## config.mk

```make
export PLATFORM = sky130hd
export DESIGN_NAME = fio_ctrl
export DESIGN_NICKNAME = d
export VERILOG_FILES = /design/src/sv/fio_pkg.sv /design/src/sv/fio_ctrl.sv
export SDC_FILE = /design/constraint.sdc
export NUM_CORES = 1
export LEC_CHECK = 0
export BUFFER_PORTS_ARGS = -buffer_cell sky130_fd_sc_hd__buf_2
export CAP_MARGIN = 20
export CORE_AREA = 2 2 39 41
export DETAILED_ROUTE_END_ITERATION = 8
export DIE_AREA = 0 0 41 43
export GPL_TIMING_DRIVEN = 1
export PLACE_DENSITY = 0.59
export REMOVE_ABC_BUFFERS = 1
export SLEW_MARGIN = 0
export SYNTH_ARGS = -nofsm -noshare
export SYNTH_HDL_FRONTEND = slang
export SYNTH_SLANG_ARGS = --single-unit
```

## constraint.sdc

```tcl
create_clock -name aclk -period 1.51 [get_ports aclk]
set_input_delay 0.2265 -clock aclk [delete_from_list [all_inputs] [get_ports aclk]]
set_output_delay 0.2265 -clock aclk [all_outputs]
set_load 0.01 [all_outputs]
```

## src/sv/fio_pkg.sv

```systemverilog
// Shared types and constants for the fractal interpolation oscillator.
`timescale 1ns / 1ps
package fio_pkg;
    localparam int CFG_W = 17;
    localparam logic [1:0] REG_SHAPE = 2'd0;
    localparam logic [1:0] REG_WARP  = 2'd1;
    localparam logic [1:0] REG_DEPTH = 2'd2;
    localparam logic signed [16:0] WARP_LIMIT = 17'sd64880;

    typedef enum logic [3:0] {
        ST_IDLE, ST_BASE, ST_BUILD_RD, ST_BUILD_MUL, ST_BUILD_WR, ST_LAST,
        ST_PH, ST_MUL, ST_RD, ST_RD2, ST_INTERP, ST_OUT
    } state_t;

    typedef struct packed {
        logic start_build;  // set up counters, write first base entry
        logic base_step;    // write next base entry
        logic mul;          // form product
        logic wr_dst;       // write dst and advance
        logic wr_last;      // carry last point, swap
        logic phase;        // update phase
        logic pmul;
        logic rda;
        logic rdb;
        logic interp;
    } cmd_t;

    typedef struct packed {
        logic base_done;
        logic level_done;   // all points of level written
        logic build_done;   // all levels complete
    } sts_t;
endpackage

```

## src/sv/fio_ctrl.sv

```systemverilog
// Controller state machine sequencing rebuild and sample computation.
`timescale 1ns / 1ps
module fio_ctrl import fio_pkg::*; (
    input  logic aclk,
    input  logic aresetn,
    input  logic cfg_wr,
    input  logic in_beat,
    input  logic out_taken,
    input  sts_t sts,
    output cmd_t cmd,
    output logic busy,
    output logic out_valid
);
    state_t state_reg, state_next;
    logic pend_reg, pend_next, ov_reg, ov_next;

    always_ff @(posedge aclk) begin
        if (!aresetn) begin
            state_reg <= ST_IDLE; pend_reg <= 1'b1; ov_reg <= 1'b0;
        end else begin
            state_reg <= state_next; pend_reg <= pend_next; ov_reg <= ov_next;
        end
    end

    always_comb begin
        state_next = state_reg; cmd = '0;
        pend_next = pend_reg | cfg_wr;
        ov_next = ov_reg & ~out_taken;
        case (state_reg)
            ST_IDLE: if (in_beat) begin
                state_next = pend_reg ? ST_BASE : ST_PH;
                cmd.start_build = pend_reg;
            end
            ST_BASE: begin
                cmd.base_step = 1'b1;
                if (sts.base_done) state_next = ST_BUILD_RD;
            end
            ST_BUILD_RD: begin
                if (sts.build_done) begin
                    pend_next = cfg_wr; state_next = ST_PH;
                end else if (sts.level_done) state_next = ST_LAST;
                else state_next = ST_BUILD_MUL;
            end
            ST_BUILD_MUL: begin cmd.mul = 1'b1; state_next = ST_BUILD_WR; end
            ST_BUILD_WR:  begin cmd.wr_dst = 1'b1; state_next = ST_BUILD_RD; end
            ST_LAST:      begin cmd.wr_last = 1'b1; state_next = ST_BUILD_RD; end
            ST_PH:     begin cmd.phase = 1'b1; state_next = ST_MUL; end
            ST_MUL:    begin cmd.pmul = 1'b1; state_next = ST_RD; end
            ST_RD:     begin cmd.rda = 1'b1; state_next = ST_RD2; end
            ST_RD2:    begin cmd.rdb = 1'b1; state_next = ST_INTERP; end
            ST_INTERP: begin cmd.interp = 1'b1; state_next = ST_OUT; ov_next = 1'b1; end
            ST_OUT:    if (!ov_reg || out_taken) state_next = ST_IDLE;
            default:   state_next = ST_IDLE;
        endcase
    end
    assign busy = (state_reg != ST_IDLE);
    assign out_valid = ov_reg;
endmodule

```

Yosys cells after proc, flatten, opt, wreduce, memory -nomap -nowiden:

Index checks and enable logic that the tools add are counted.

* equal/unequal tests: 14
* mux-type cells: 21
* bitwise gates (word level): 3
* reduce and logical (&&, ||, !) cells: 6

Operator list (number)
* 4-bit one-hot mux with 11 select lines: 1
* 4-bit by 3-bit equality test with 1-bit output (second input constant): 4
* 4-bit equality test (second input constant): 4
* 4-bit two-way mux: 4
* 1-bit two-way mux: 14
* 4-bit by 2-bit equality test with 1-bit output (second input constant): 2
* 3-bit two-way mux: 2
* 2-bit != test (second input constant): 3
* 4-bit by 1-bit equality test with 1-bit output (second input constant): 1
* 4-bit logical NOT: 1
* 4-bit nonzero test: 1
* 3-bit AND reduction: 1
* 2-bit OR reduction: 1
* 1-bit bitwise AND: 1
* 1-bit logical NOT: 1
* 1-bit logical OR: 1
* 1-bit NOT: 1
* 1-bit bitwise OR: 1

* register bits after elaboration: 6
* input bits: 8
* output and inout port bits: 12
* word-level logic and storage cells: 47

Logic depth before layout (Yosys ltp):

* depth in word-level cells: 4
* gate-level depth with buffers: 5
* gate-level depth less buffers: 4

Worst setup path before layout:

Ideal clock, no wire load.

* kind: register to output
* start: register state_reg[3]
* end: output cmd[9] (netlist bit)
* arrival time: 0.972 ns
* required time: 1.283 ns
* setup slack: 0.311 ns
* cell stages (with the launch flop): 5
* path buffers: 1
* cells stage by stage: dfxtp_1 -> buf_4 -> nor2_1 -> nand2_1 -> nor2_1

RTL lines
* start, declared: line fio_ctrl.sv:14 `state_t state_reg, state_next;`
* start signal, assigned: line fio_ctrl.sv:21 `state_reg <= state_next; pend_reg <= pend_next; ov_reg <= ov_next;`
* end, declared: line fio_ctrl.sv:10 `output cmd_t cmd,`

==> flow_summary.ini <==
[cells_and_area]
layout-drive-gt1-share_pct = 43.4
syn_to_final_growth_pct = 37.0
fin_cells = 99
n_antenna_cell = 0
largest_register_ffs = 4
final_common_cell = buf_2
layout.nets = 93
layout_common_cells = buf_2 (19), nor2_1 (7), nand2_1 (5), nor3_1 (4), buf_4 (4)

[clock_tree]
htreeDepth = 1
clockBufferDepth = 2
clk_latency_ps = 240
cts_hold_buf = 0
postCtsSetupBuffers = 0
root_buffer = clkbuf_4
clk_pin_slew_ps = 40
clock_sink_count = 6
cts_tree = done
cts_made_buffers = 3

[synth]
ys_seq_area_share_pct = 26.5
ys_types = 32
avgSynthCellArea_sq_um = 7.43
syn_inst = 61
synth_enable_flop_cells = 0
async_flop_share_pct = 0
syn_area_sq_um = 453
yosys_warnings = 0
synth_seq_cells = 6
synth_flop_cell = dfxtp_1

[drt]
drc = 0
drtIter0Drc = 2
wirelength_um = 1200
vias = 517
ant_nets = 0
firstDrtPassIters = 2
avgRoutedWirePerCell_um = 12.2
routed_via_density = 5.22

[sta]
drv_slew = 0
hold_ws_ps = 173
max_clock_freq_mhz = 693
fin_setup_tns_ps = 0
clock_skew_ps = 4.32
hold_viol = 0
fin_crit_ps = 1440
relSlewSlack_pct = 78.2
post-route-period-util_pct = 95.5
worst_pin_slew_ps = 323
rsz0062_at_grt = false
setup_viol = 0

[critical_path]
worstSetupEndpointType = output pin
critPathLaunchType = register
r2r-start = state_reg[2]$_SDFFE_PN0P_
regToRegEndpoint = state_reg[1]$_SDFFE_PN0P_
critPathCapture = cmd[6]
reg2reg_depth = 4
cp_max_fo = 9
arrival_ps = 1220
crit_required_ps = 1280
path_class = register to output pin
startpoint = state_reg[1]$_SDFFE_PN0P_
r2r_setup_slack_ps = 270

[global_route]
grtUsageTotal_pct = 16.1
antenna_found_initial = 0
grt_pass1_wl_um = 1930
grt_start_max_net_pins = 14
overflow = 0
grt_pass1_vias = 475

[min_path]
hold_class = input pin to register

[place]
numPortBuffers = 19
globalplace.congestion = 0.805
dp_hpwl_um = 979
dp_cells = 96

[power_and_ir_drop]
irDropWorstVdd_v = 0.000357
power.leakage_nw = 0.304
p_total_uw = 443
power_density_nw_per_um2 = 715

[outcome]
status = finished clean

[floorplanning]
core_area_sq_um = 1380
design.die.area_sq_um = 1760
placementRows = 14
ios = 20
die-height_um = 43
fp.dieW_um = 41
start_util_pct = 32.7

[flow_run]
cap_violations = 0
-- how the worst min path moves through the flow --
| stage | start | to | cells past startpoint |
|---|---|---|---|
| floorplan | cfg_wr | pend_reg$_SDFF_PN1_ | 1 |
| global placement | cfg_wr | pend_reg$_SDFF_PN1_ | 2 |
| detailed placement | cfg_wr | pend_reg$_SDFF_PN1_ | 2 |
| CTS | cfg_wr | pend_reg$_SDFF_PN1_ | 2 |
| global route | cfg_wr | pend_reg$_SDFF_PN1_ | 2 |
| finish | cfg_wr | pend_reg$_SDFF_PN1_ | 2 |
-- Yosys cell counts (all sizes together), types with 2 or more instances --
cell	number	area share, %
a211o	2	3.9
and3	2	2.8
buf	4	6.1
dfxtp	6	27
inv	2	1.7
nand2	6	5.5
nand2b	4	5.5
nor2	9	8.0
nor2b	2	3.3
nor3	5	5.5
o22ai	2	2.8
-- critical path, cell delays in order (launching register included) --
cell      delay [ps]
dfxtp_2          340
buf_4            160
nand2b_4         150
nor3_1           170
buf_2            160
-- metal layers --
layer / vias up / track usage (%) / part of all wire [%]
li1: 269 / - / -
met1: 232 / 18.0 / 43
met2: 14 / 25.9 / 51
met3: 2 / 3.14 / 5.6
met4: 0 / 10.0 / 1.1
met5: - / 0 / 0
-- per-stage QoR --
| stage | setup WS [ps] | instance area, sq um | util [%] |
|---|---|---|---|
| after floorplan | 199 | 425 | - |
| after global placement | 185 | 571 | 41.2 |
| after detailed placement | 176 | 571 | 41.2 |
| after CTS | 20.7 | 596 | 43.0 |
| after global routing | 29.5 | 621 | 44.8 |
| final | 67.2 | 621 | 44.8 |
-- final cells by class --
type | count | area (sq um)
Timing Repair Buffer | 23 | 125
Clock buffer | 3 | 22.5
Inverter | 2 | 7.51
Multi-Input combinational cell | 49 | 318
Fill cell | 155 | 763
Tap cell | 16 | 20.0
Sequential cell | 6 | 128
-- cell families (layout without fill, tap and decap cells) --
group | after synthesis | in the layout | share of synthesized area (%)
simple gates | 34 | 34 | 39.5
mux | 1 | 1 | 2.21
flops | 6 | 6 | 26.5
buf+inv | 6 | 28 | 7.73
compound gates | 14 | 14 | 24.0
-- power breakdown --
group	switching, mW	internal, mW
Clock	0.0505	0.0894
Sequential	0.0160	0.165
Combinational	0.0627	0.0594
Total	0.129	0.314
-- what timing repair did --
action / in CTS / in global routing
setup endpoints to repair: 4 / 5
pin swaps: 0 / 1
gates resized for setup: 2 / 7
No activity file was read; power rests on OpenSTA's default activity.
